`config.mk`:
```
export PLATFORM = sky130hd
export DESIGN_NAME = kce_ram
export DESIGN_NICKNAME = d
export VERILOG_FILES = /design/src/hw/rtl/kce_ram.sv
export SDC_FILE = /design/constraint.sdc
export NUM_CORES = 2
export LEC_CHECK = 0
export BUFFER_PORTS_ARGS = -buffer_cell sky130_fd_sc_hd__buf_2
export CAP_MARGIN = 20
export CORE_MARGIN = 10
export CORE_UTILIZATION = 56
export DETAILED_ROUTE_END_ITERATION = 12
export GPL_TIMING_DRIVEN = 0
export HOLD_SLACK_MARGIN = 0.06
export PLACE_DENSITY = 0.75
export SKIP_CTS_REPAIR_TIMING = 1
export SYNTH_ARGS = -nofsm -noshare
export SYNTH_HDL_FRONTEND = slang
export SYNTH_SLANG_ARGS = --single-unit
```
`constraint.sdc`:
```
create_clock -name clk -period 3.73 [get_ports clk]
set_input_delay 0.5595 -clock clk [delete_from_list [all_inputs] [get_ports clk]]
set_output_delay 0.5595 -clock clk [all_outputs]
set_load 0.01 [all_outputs]
```
`src/hw/rtl/kce_ram.sv`:
```
`timescale 1ns / 1ps
`default_nettype none
module kce_ram #(
	parameter int WIDTH = 32,
	parameter int DEPTH = 64,
	localparam int AW = (DEPTH > 1) ? $clog2(DEPTH) : 1
) (
	input  wire logic             clk,
	input  wire logic             we,
	input  wire logic [AW-1:0]    waddr,
	input  wire logic [WIDTH-1:0] wdata,
	input  wire logic [AW-1:0]    raddr,
	output logic      [WIDTH-1:0] rdata
);

	logic [WIDTH-1:0] mem [DEPTH];

	always_ff @(posedge clk) begin
		if (we) begin
			mem[waddr] <= wdata;
		end
		rdata <= mem[raddr];
	end

endmodule
`default_nettype wire

```
Word level (Yosys, flattened, before mapping)
Memories as Yosys holds them, arrays and structs flattened. A register that Yosys moved wholly into a read port is not among the register bits.
Cells that the tools add are included.
W data, S select, Z words.
{"block": "op_classes", "mux": 2}
{"op": "$mux W1", "n": 2}
{"block": "word_totals", "reg_bits": 0, "ramBits": 2048, "output_inout_bits": 32, "wordCells": 3, "n_memories": 1}
{"memory": "mem", "words": 64, "word_bits": 32, "rd": 1, "rd_clocked_by_memory_dff": 1, "wr": 1, "line_no": "16", "text": "logic [WIDTH-1:0] mem [DEPTH];"}

Logic depth before layout (Yosys ltp)
{"block": "depth", "ltp_word": 2, "ltp_mapped": 10, "ltp_nobuf": 5}

Worst setup path before layout
OpenSTA, ideal clock, no wires.
{"block": "synth_path", "path_type": "in2reg", "start": "input port waddr[3]", "end": "memory mem[48][0] (enable)", "setup_time_ns": 0.461, "arrival_ns": 3.258, "required_time_ns": 3.269, "slack_ns": 0.011, "stages": 4, "path_cell_list": "clkbuf_1 -> nor2b_1 -> nand4b_1 -> nor3_1"}
{"item": "start: declaration", "line_no": "10", "text": "input wire logic [AW-1:0] waddr,"}
{"item": "end: declaration", "line_no": "16"}
Straight into the memory's write port.

==> impl_metrics.sql <==
INSERT INTO impl_metrics (metric_group, metric, value, unit) VALUES
('power', 'power.static_leakage', '28.4', 'nW'),
('timing', 'post-route-min-period', '3.82', 'ns'),
('finish', 'final_cell_count_no_fill', '5789', ''),
('finish', 'drive_gt1_share', '30.2', '%'),
('clocking', 'worstSkewPairLatency', '0.84', 'ns'),
('finish', 'most-common-layout-cells', 'edfxtp_1, mux4_2, clkbuf_16, buf_2, clkbuf_1', ''),
('clocking', 'cts_tree', 'done', ''),
('clocking', 'clock-sinks', '2080', ''),
('logic_synthesis', 'synth-seq-area-share', '79.1', '%'),
('finish', 'n_fill_cell', '8425', ''),
('timing', 'finClkSkew', '0.0296', 'ns'),
('power', 'power_density', '539', 'nW/um^2'),
('grt', 'antenna_violations_before_repair', '18', ''),
('finish', 'multi_input_comb_area', '16000', 'sq um'),
('route', 'vias', '41800', ''),
('finish', 'most_common_cell_after_layout_fill_and_taps_aside', 'edfxtp_1', ''),
('worst_setup_path', 'element_type_at_the_critical_path_start', 'input pin', ''),
('finish', 'regArea', '62100', 'sq um'),
('worst_hold_path', 'hold_path.class', 'input pin to flop', ''),
('timing', 'final_critical_path_setup_slack', '-0.0896', 'ns'),
('route', 'firstDrtPassIters', '9', ''),
('finish', 'layout-area-overhead-vs-synth', '15.7', '%'),
('grt', 'grt_util_all_layers', '31.2', '%'),
('flow_run', 'max_cap_viol_count', '0', ''),
('placement', 'pre_cts_slack', '-0.789', 'ns'),
('logic_synthesis', 'ys_ff_latch', '2080', ''),
('worst_setup_path', 'worstSetupEndpointType', 'flop', ''),
('power', 'power.total', '48.9', 'mW'),
('timing', 'maxSlewHeadroom', '18.7', '%'),
('power', 'max-vdd-ir-drop', '0.444', 'mV'),
('worst_setup_path', 'critical_path.max_fanout', '10', ''),
('worst_setup_path', 'cp.arrival', '4.49', 'ns'),
('route', 'viasPerCell', '7.23', ''),
('logic_synthesis', 'synth-warning-count', '0', ''),
('die', 'floorplan.die.height', '394', 'microns'),
('worst_setup_path', 'worstSetupPathType', 'input pin to flop', ''),
('timing', 'slew_viol_final', '0', ''),
('grt', 'grt.overflow.total', '0', ''),
('worst_setup_path', 'required', '4.41', 'ns'),
('placement', 'gp_congestion', '0.863', ''),
('die', 'core-area', '139000', 'sq um'),
('timing', 'rsz0062_at_grt', 'false', ''),
('die', 'initial_utilization', '56.3', '%'),
('placement', 'postPlaceCellArea', '83800', 'sq um'),
('timing', 'final-hold-violation-count', '0', ''),
('logic_synthesis', 'synth.lib_cells_used.distinct', '34', ''),
('status', 'run_status', 'finished with violations', ''),
('timing', 'final.period_utilization', '102', '%'),
('clocking', 'cts-htree-levels', '4', ''),
('logic_synthesis', 'synthesis.area_per_instance', '23.6', 'sq um'),
('grt', 'grt_first_pass_wirelength', '334000', 'microns'),
('route', 'drcViolationCount', '0', ''),
('placement', 'port_buffers', '69', ''),
('route', 'avgRoutedWirePerCell', '42.4', 'microns'),
('route', 'ant_nets', '1', ''),
('logic_synthesis', 'synth.cell_area', '78500', 'sq um'),
('clocking', 'clkTransAtPathRegs', '0.07', 'ns'),
('die', 'row_count', '137', ''),
('finish', 'final_cell_area', '90800', 'sq um'),
('timing', 'max_slew.worst_pin.slew', '1.22', 'ns'),
('die', 'floorplan.io_pins', '78', ''),
('finish', 'nets', '3775', ''),
('placement', 'hpwlAfterDp', '149000', 'microns'),
('route', 'totalWireLength', '246000', 'microns'),
('clocking', 'cts_inserted_buffers', '197', ''),
('die', 'design.die.area', '156000', 'sq um'),
('timing', 'final-setup-viol-count', '2', ''),
('grt', 'vias_in_the_first_global_route', '41200', ''),
('logic_synthesis', 'post_synth_inst_count', '3324', ''),
('placement', 'placedCellCount', '5376', ''),
('grt', 'maximum_number_of_pins_on_one_net_before_global_route_repair', '65', ''),
('die', 'die_w', '394', 'microns'),
('logic_synthesis', 'synth.net_count', '3370', ''),
('route', 'initialDrtViolationCount', '7635', ''),
('status', 'failed_checks', 'antenna violations, negative setup slack', ''),
('clocking', 'clock_tree.root_cell', 'clkbuf_16', ''),
('clocking', 'clockBufferDepth', '3', ''),
('timing', 'maximum_clock_frequency', '0.262', 'GHz');
-- metal layers --
metal / up-vias / GRT usage, % / share of wire [%]
met5: - / 0 / 0.042
li1: 15100 / - / -
met3: 963 / 10.5 / 16
met2: 4408 / 46.9 / 45
met4: 18 / 18.3 / 7.1
met1: 21300 / 39.9 / 31
-- synth_stat cells --
master | n | area [sq um]
a41o_1 | 4 | 40.0
nand2b_1 | 8 | 50.1
or2_1 | 1 | 6.26
nand2_1 | 26 | 97.6
edfxtp_1 | 2048 | 61500
clkbuf_1 | 74 | 278
or2_0 | 1 | 6.26
and2_1 | 2 | 12.5
buf_6 | 5 | 56.3
nor2_1 | 137 | 514
a21oi_1 | 62 | 310
or3b_1 | 2 | 17.5
or3b_2 | 3 | 26.3
buf_4 | 25 | 188
nand4_1 | 2 | 12.5
mux2i_1 | 93 | 931
a31oi_1 | 1 | 6.26
o221ai_1 | 27 | 236
o22ai_1 | 84 | 526
buf_2 | 57 | 285
a22oi_1 | 12 | 90.1
dfxtp_1 | 32 | 641
or3_1 | 3 | 18.8
a311oi_1 | 8 | 70.1
nand3_1 | 5 | 25.0
nor2b_1 | 15 | 93.8
and3_1 | 4 | 25.0
or2_2 | 1 | 6.26
nor3_1 | 7 | 35.0
o32ai_1 | 4 | 35.0
nand4b_1 | 1 | 8.76
nand3b_1 | 5 | 37.5
buf_1 | 21 | 78.8
mux4_2 | 544 | 12300
-- where the power goes --
group / total, mW / internal [mW] / switching (mW) / leakage [nW]
Sequential: 25.9 / 25.9 / 0.0582 / 18.7
Clock: 20.2 / 11.3 / 8.85 / 3.12
Combinational: 2.83 / 0.970 / 1.86 / 6.60
-- state kept, by name, summed over array words and instances (netlist names) --
signal and flops:
mem 2048, rdata 32
-- area by class of cell --
class	count	area share [%]
repair buffers	206	3.32
clock buffers	253	5.76
well taps	1876	2.58
plain buffers	182	0.979
multi-input cells	1062	17.6
diodes	15	0.0413
flip-flops and latches	2080	68.4
clock inverters	115	1.32
-- worst paths after layout --
kind | startpoint | slack, ns | cells past startpoint | to
min reg2reg | mem[13][4]$_DFFE_PP_ | 0.82 | 4 | rdata[4]$_DFF_P_
max reg2reg | mem[38][1]$_DFFE_PP_ | 1.08 | 5 | rdata[1]$_DFF_P_
max | raddr[1] | -0.09 | 9 | rdata[21]$_DFF_P_
min | wdata[30] | 0.07 | 1 | mem[34][30]$_DFFE_PP_
-- critical path: stages --
cell	delay, ns
buf_2	0.41
buf_2	0.45
buf_2	0.35
clkbuf_1	0.58
buf_2	0.59
mux2i_1	0.48
a21oi_1	0.29
a21oi_2	0.55
nor2_1	0.19
-- through the flow --
step,hold WS (ns),TNS [ns],util [%]
after floorplan,0.658,0,-
after global placement,0.771,-3538.82,58.3
after detailed placement,0.780,-13.30,60.2
after CTS,0.112,0,64.8
after global routing,0.0608,0,65.2
final,0.0670,-0.103,65.2
-- kinds of logic after synthesis --
family | after synthesis | synth area share (%)
buffers and inverters | 182 | 1.13
DFF | 2080 | 79.1
muxes | 637 | 16.8
AOI/OAI and AO/OA | 202 | 1.67
and+or+nand+nor | 223 | 1.27
No activity file was read; power rests on OpenSTA's default activity.
