<file path="config.mk">
export PLATFORM = sky130hd
export DESIGN_NAME = kce_div
export DESIGN_NICKNAME = d
export VERILOG_FILES = /design/src/hw/rtl/kce_div.sv
export SDC_FILE = /design/constraint.sdc
export NUM_CORES = 1
export LEC_CHECK = 0
export ABC_AREA = 1
export BUFFER_PORTS_ARGS = -buffer_cell sky130_fd_sc_hd__buf_2
export CORE_UTILIZATION = 55
export DETAILED_ROUTE_END_ITERATION = 10
export PLACE_DENSITY = 0.77
export REMOVE_ABC_BUFFERS = 1
export SYNTH_ARGS = -nofsm -noshare
export SYNTH_HDL_FRONTEND = slang
export SYNTH_SLANG_ARGS = --single-unit
</file>
<file path="constraint.sdc">
create_clock -name clk -period 2.3 [get_ports clk]
set_input_delay 0.23 -clock clk [delete_from_list [all_inputs] [get_ports clk]]
set_output_delay 0.23 -clock clk [all_outputs]
set_load 0.01 [all_outputs]
</file>
<file path="src/hw/rtl/kce_div.sv">
`timescale 1ns / 1ps
`default_nettype none
module kce_div #(
	parameter int SUM_W = 42,
	parameter int CNT_W = 11
) (
	input  wire logic                    clk,
	input  wire logic                    arst_n,
	input  wire logic                    start,
	input  wire logic signed [SUM_W-1:0] dividend,
	input  wire logic        [CNT_W-1:0] divisor,
	output logic                         done,
	output logic             [31:0]      quotient
);

	localparam int STEP_W = $clog2(SUM_W + 1);

	logic [SUM_W-1:0]  quo_q;
	logic [CNT_W-1:0]  rem_q;
	logic [CNT_W-1:0]  dvs_q;
	logic              neg_q;
	logic              busy_q;
	logic              done_q;
	logic [STEP_W-1:0] step_q;
	logic [CNT_W:0]    rs;
	logic [CNT_W:0]    rdiff;
	logic              ge;

	always_comb begin
		rs    = {rem_q, quo_q[SUM_W-1]};
		rdiff = rs - {1'b0, dvs_q};
		ge    = rs >= {1'b0, dvs_q};
	end

	always_ff @(posedge clk or negedge arst_n) begin
		if (!arst_n) begin
			busy_q <= 1'b0;
			done_q <= 1'b0;
			step_q <= '0;
		end else begin
			if (start) begin
				busy_q <= 1'b1;
				done_q <= 1'b0;
				step_q <= '0;
			end else if (busy_q) begin
				step_q <= step_q + 1'b1;
				if (step_q == STEP_W'(SUM_W - 1)) begin
					busy_q <= 1'b0;
					done_q <= 1'b1;
				end else begin
					done_q <= 1'b0;
				end
			end else begin
				done_q <= 1'b0;
			end
		end
	end

	always_ff @(posedge clk) begin
		if (start) begin
			neg_q <= dividend[SUM_W-1];
			quo_q <= dividend[SUM_W-1] ? -dividend : dividend;
			rem_q <= '0;
			dvs_q <= divisor;
		end else if (busy_q) begin
			rem_q <= ge ? rdiff[CNT_W-1:0] : rs[CNT_W-1:0];
			quo_q <= {quo_q[SUM_W-2:0], ge};
		end
	end

	assign done     = done_q;
	assign quotient = neg_q ? -quo_q[31:0] : quo_q[31:0];

endmodule
`default_nettype wire

</file>
==> Word-level counts from Yosys, hierarchy flattened <==
Index checks and enable logic that the tools add are counted.
{ "totals": {"memories": 0, "register_bits": 73, "output_inout_bits": 33, "latchBits": 0, "ramBits": 0, "mem_bits_ro": 0, "input_bits": 56} }
{ "classes": {"n_eq_ne": 1, "n_reduce_logical": 1, "n_mux": 13, "n_div": 0, "n_bitwise": 0, "addsub": 4, "mul": 0, "order_cmp": 1, "shift": 0} }
{ "op_table": {"columns": ["op", "n"], "rows": [
  ["42-bit two-way mux", 3],
  ["42-bit negation", 1],
  ["32-bit two-way mux", 1],
  ["32-bit negation", 1],
  ["12-bit by 11-bit >= comparator with 1-bit output", 1],
  ["6-bit two-way mux", 2],
  ["11-bit two-way mux", 1],
  ["11-bit subtractor", 1],
  ["6-bit by 1-bit adder with 6-bit output (second input constant)", 1],
  ["6-bit == test (second input constant)", 1],
  ["1-bit two-way mux", 6],
  ["2-bit nonzero test", 1]
]} }

==> Logic depth before layout (Yosys ltp) <==
{ "depth": {"word_depth": 4, "ltp_mapped": 12} }

==> Least setup slack after synthesis <==
Ideal clock, no wire load.
{ "synth_timing": {"path_type": "register -> register", "startpoint": "reg busy_q", "endpoint": "reg quo_q[0] (enable)", "stages_incl_launch_ff": 3, "required_time_ns": 1.899, "arrival_ns": 1.448, "path_slack_ns": 0.451, "setup_time_ns": 0.401, "path_cell_list": "dfrtp_1 nor2_1 inv_1"} }
{ "synth_via": {"elab_chain_cells": 1} }
{ "synth_rtl": {"columns": ["element", "line_no", "rtl"], "rows": [
  ["start, declared", "22", "logic busy_q;"],
  ["start signal, assigned", "37", "busy_q <= 1'b0;"],
  ["start signal, assigned", "42", "busy_q <= 1'b1;"],
  ["start signal, assigned", "48", "busy_q <= 1'b0;"],
  ["2-bit nonzero test (no line)", null, null],
  ["end signal, assigned", "62", "quo_q <= dividend[SUM_W-1] ? -dividend : dividend;"],
  ["end signal, assigned", "67", "quo_q <= {quo_q[SUM_W-2:0], ge};"],
  ["end, declared", "18", "logic [SUM_W-1:0] quo_q;"]
]} }
No other way between the ends.
A chain may end at the register's enable or synchronous reset.

==> Final worst setup path <==
{ "layout_timing": {"startpoint": "reg quo_q[0]", "endpoint": "out quotient[15]"} }
{ "layout_via": {"elab_chain_cells": 2} }
{ "layout_rtl": {"columns": ["element", "line_no", "rtl"], "rows": [
  ["32-bit negation", "72", "assign quotient = neg_q ? -quo_q[31:0] : quo_q[31:0];"],
  ["32-bit two-way mux", "72", null],
  ["end, declared", "13", "output logic [31:0] quotient"]
]} }
No other way between the ends.

==> flow_metrics.py <==
metrics = {
    "sta": {
        "whs_ns": 0.0484,
        "post-route-period-util_pct": 99.5,
        "max-slew-margin-rel_pct": 63.9,
        "worst_slack_ns": 0.0122,
        "rsz0062_at_grt": "yes",
        "worst_slew_pin_slew_ns": 0.542,
        "final_hold_viol_count": 0,
        "drv_slew": 0,
        "post-route-min-period_ns": 2.29,
        "fmax_mhz": 437,
        "setup_viol": 0,
        "fin_skew_ns": 0.0129,
    },
    "routing": {
        "remaining_drc_errors": 0,
        "drtPass1Iterations": 5,
        "wl_met1_mm": 7.24,
        "dr_wl_met2_mm": 6.95,
        "viasPerCell": 5.41,
        "routedWlPerCell_um": 14.3,
        "dr_wl_met3_mm": 1.18,
        "top_layer": "met4",
        "drtIter0Drc": 395,
        "drt-total-wl_mm": 15.7,
        "vias": 5918,
        "ant_nets": 0,
    },
    "clock_network": {
        "path_clk_slew_ns": 0.09,
        "cts_sinks": 73,
        "clock_tree.root_cell": "clkbuf_8",
        "htreeDepth": 3,
        "cts_buffer_depth": 2,
        "cts_tree": "yes",
        "clk_latency_ns": 0.35,
        "numCtsBuffers": 9,
    },
    "yosys": {
        "synth_seq_cells": 73,
        "syn-instance-count": 855,
        "syn_avg_cell_area_sq_um": 6.91,
        "synth.distinct_cells": 42,
        "seq_area_frac_synth_pct": 34.5,
        "syn_area_sq_mm": 0.00591,
        "yosys_warnings": 0,
    },
    "floorplan": {
        "fp.dieArea_sq_mm": 0.0112,
        "core_area_sq_mm": 0.0104,
        "rows": 37,
        "die_x_um": 106,
        "die_y_um": 106,
        "io_pins": 89,
        "initial_core_util_pct": 57.0,
    },
    "grt": {
        "antenna_found_initial": 0,
        "grt_max_degree": 55,
        "grt-ovfl-total": 0,
        "grt_pass1_vias": 5299,
        "grt_pass1_wl_mm": 25.4,
        "grt_usage_pct": 28.5,
    },
    "outcome": {
        "status": "completed",
    },
    "placement": {
        "port_buffers": 88,
        "place_ws_ns": 0.242,
        "place_congestion": 0.939,
        "dp_hpwl_mm": 11.9,
    },
    "layout": {
        "syn_to_final_growth_pct": 17.1,
        "final_nets": 1025,
        "antenna_cells": 0,
        "drive_gt1_share_pct": 19.3,
    },
    "critical_path": {
        "crit_path_start_kind": "flip-flop",
        "reg2reg_from": "dvs_q[0]$_DFFE_PP_",
        "worst_ep_required_time_ns": 2.07,
        "r2r_end": "rem_q[10]$_SDFFE_PP0P_",
        "critical_path_class": "reg2out",
        "reg2regPathDepth": 8,
        "worstPathArrival_ns": 2.06,
        "endpoint_kind": "output pin",
        "rrSetupSlack_ns": 0.26,
        "cp_max_fo": 3,
    },
    "min_path": {
        "whs_endpoint": "dvs_q[8]$_DFFE_PP_",
        "worstHoldPathType": "in2reg",
        "whs_path_depth": 1,
        "hold_start": "divisor[8]",
    },
    "power": {
        "powerDensity_mw_per_mm2": 728,
        "ir_worst_vdd_v": 0.000466,
        "leakage_nw": 3.26,
    },
    "run": {
        "maxCapViolCount": 0,
    },
}
[kinds of logic (layout without fill, tap and decap cells)]
group                    after synthesis  in the layout  share of synthesized area [%]
AO/OA/AOI/OAI                         84             84                           8.13
XOR/XNOR                              54             54                           8.00
adder cells (fa/ha/maj)               16             16                           3.51
buffers and inverters                124            227                           8.40
flip-flops                            73             73                           34.5
AND/OR/NAND/NOR                      504            504                           37.4
[state kept, by name, summed over array words and instances, names as in the netlist]
| register | cells |
|---|---|
| busy_q | 1 |
| done | 1 |
| dvs_q | 11 |
| neg_q | 1 |
| quo_q | 42 |
| rem_q | 11 |
| step_q | 6 |
[area by class of cell]
cell class	count	area (sq um)
clock buffer	11	174
multi-input combinational	658	3450
inverter	100	375
clock inverter	5	63.8
fill	966	3450
timing repair buffer	111	653
tap	136	170
sequential	73	2040
[how the worst max path moves through the flow]
stage	from	cells past startpoint	to	slack, ns
2_1_floorplan	quo_q[41]$_DFFE_PP_	9	rem_q[0]$_SDFFE_PP0P_	0.23
3_3_place_gp	quo_q[41]$_DFFE_PP_	8	quo_q[0]$_DFFE_PP_	0.33
3_5_place_dp	quo_q[0]$_DFFE_PP_	9	quotient[22]	0.24
4_1_cts	quo_q[0]$_DFFE_PP_	10	quotient[28]	0.01
5_1_grt	quo_q[1]$_DFFE_PP_	9	quotient[21]	-0.09
6_report	quo_q[0]$_DFFE_PP_	9	quotient[15]	0.01
[cells in the mapped netlist, drive strengths merged]
| library cell | instances | area (sq um) |
|---|---|---|
| fa | 1 | 20.0 |
| dfrtp | 8 | 200 |
| inv | 99 | 372 |
| edfxtp | 54 | 1620 |
| buf | 14 | 83.8 |
| clkinv | 1 | 3.75 |
| o22ai | 1 | 6.26 |
| o21bai | 1 | 7.51 |
| xnor2 | 12 | 105 |
| a31o | 1 | 8.76 |
| nand2 | 258 | 986 |
| ha | 15 | 188 |
| xor2 | 42 | 368 |
| clkbuf | 10 | 37.5 |
| nand3b | 3 | 26.3 |
| a21o | 1 | 7.51 |
| nand3 | 79 | 410 |
| o31ai | 1 | 12.5 |
| or2 | 2 | 15.0 |
| o21ai | 62 | 344 |
| a21oi | 13 | 68.8 |
| nor2 | 122 | 513 |
| nor3 | 13 | 86.3 |
| nand4 | 27 | 175 |
| dfxtp | 11 | 220 |
| a31oi | 4 | 25.0 |
[critical path, cell delays in order, from the launching register on]
cell and delay, ns:
edfxtp_1 0.43, buf_4 0.17, nor3_4 0.21, nand4_4 0.19, nor2_4 0.16, nand2_2 0.08, nand2_2 0.09, o21ai_1 0.07
xor2_1 0.15, buf_2 0.14
[cells in the final DEF (no fill, tap or decap), types with 2 or more instances in the layout]
cell and instances:
nor3_2 2, clkbuf_16 2, xnor2_1 12, nand4_1 26, dfrtp_1 8, o21ai_0 41
o21ai_2 4, a31oi_1 4, clkbuf_8 9, inv_6 3, dfxtp_1 11, xor2_1 42
nand3_2 5, nor2_2 16, a21oi_1 12, nor2_4 5, o21ai_4 2, nand2_2 10
buf_4 19, inv_1 94, buf_2 88, ha_1 14, buf_12 3, nor3_1 10
nand2_1 247, o21ai_1 15, edfxtp_1 54, nor2_1 101, inv_2 5, nand3b_1 2
nand3_1 74
[through the flow]
stage | util (%) | area, sq um | cells | TNS, ns | power (mW)
2_1_floorplan | - | 5790 | 831 | 0 | 3.16
3_3_place_gp | 62.9 | 6520 | 1066 | 0 | 3.75
3_5_place_dp | 62.9 | 6520 | 1066 | 0 | 3.78
4_1_cts | 65.5 | 6790 | 1085 | 0 | 4.97
5_1_grt | 66.8 | 6920 | 1094 | -0.719 | 5.39
6_report | 66.8 | 6920 | 1094 | 0 | 5.04
[power by group]
part / leakage [nW] / internal (mW) / switching, mW / total [mW]
Sequential: 0.773 / 1.64 / 0.162 / 1.80
Clock: 0.117 / 0.645 / 0.534 / 1.18
Combinational: 2.37 / 0.787 / 1.27 / 2.06
Total: 3.26 / 3.07 / 1.97 / 5.04
[routing by layer]
layer | vias to the layer above | global-route usage [%]
met5 | - | 0
met4 | 0 | 8.04
met1 | 2675 | 41.6
met3 | 24 | 4.14
met2 | 239 | 43.9
li1 | 2980 | -
[repair_timing]
item | in CTS | in global routing
setup endpoints to repair | 8 | 17
endpoints found under the hold margin | 8 | 0
hold buffers | 1 | 0
buffers inserted | 2 | 9
gates resized for setup | 2 | 22
pin swaps | 1 | 3
No activity file was read; power rests on OpenSTA's default activity.
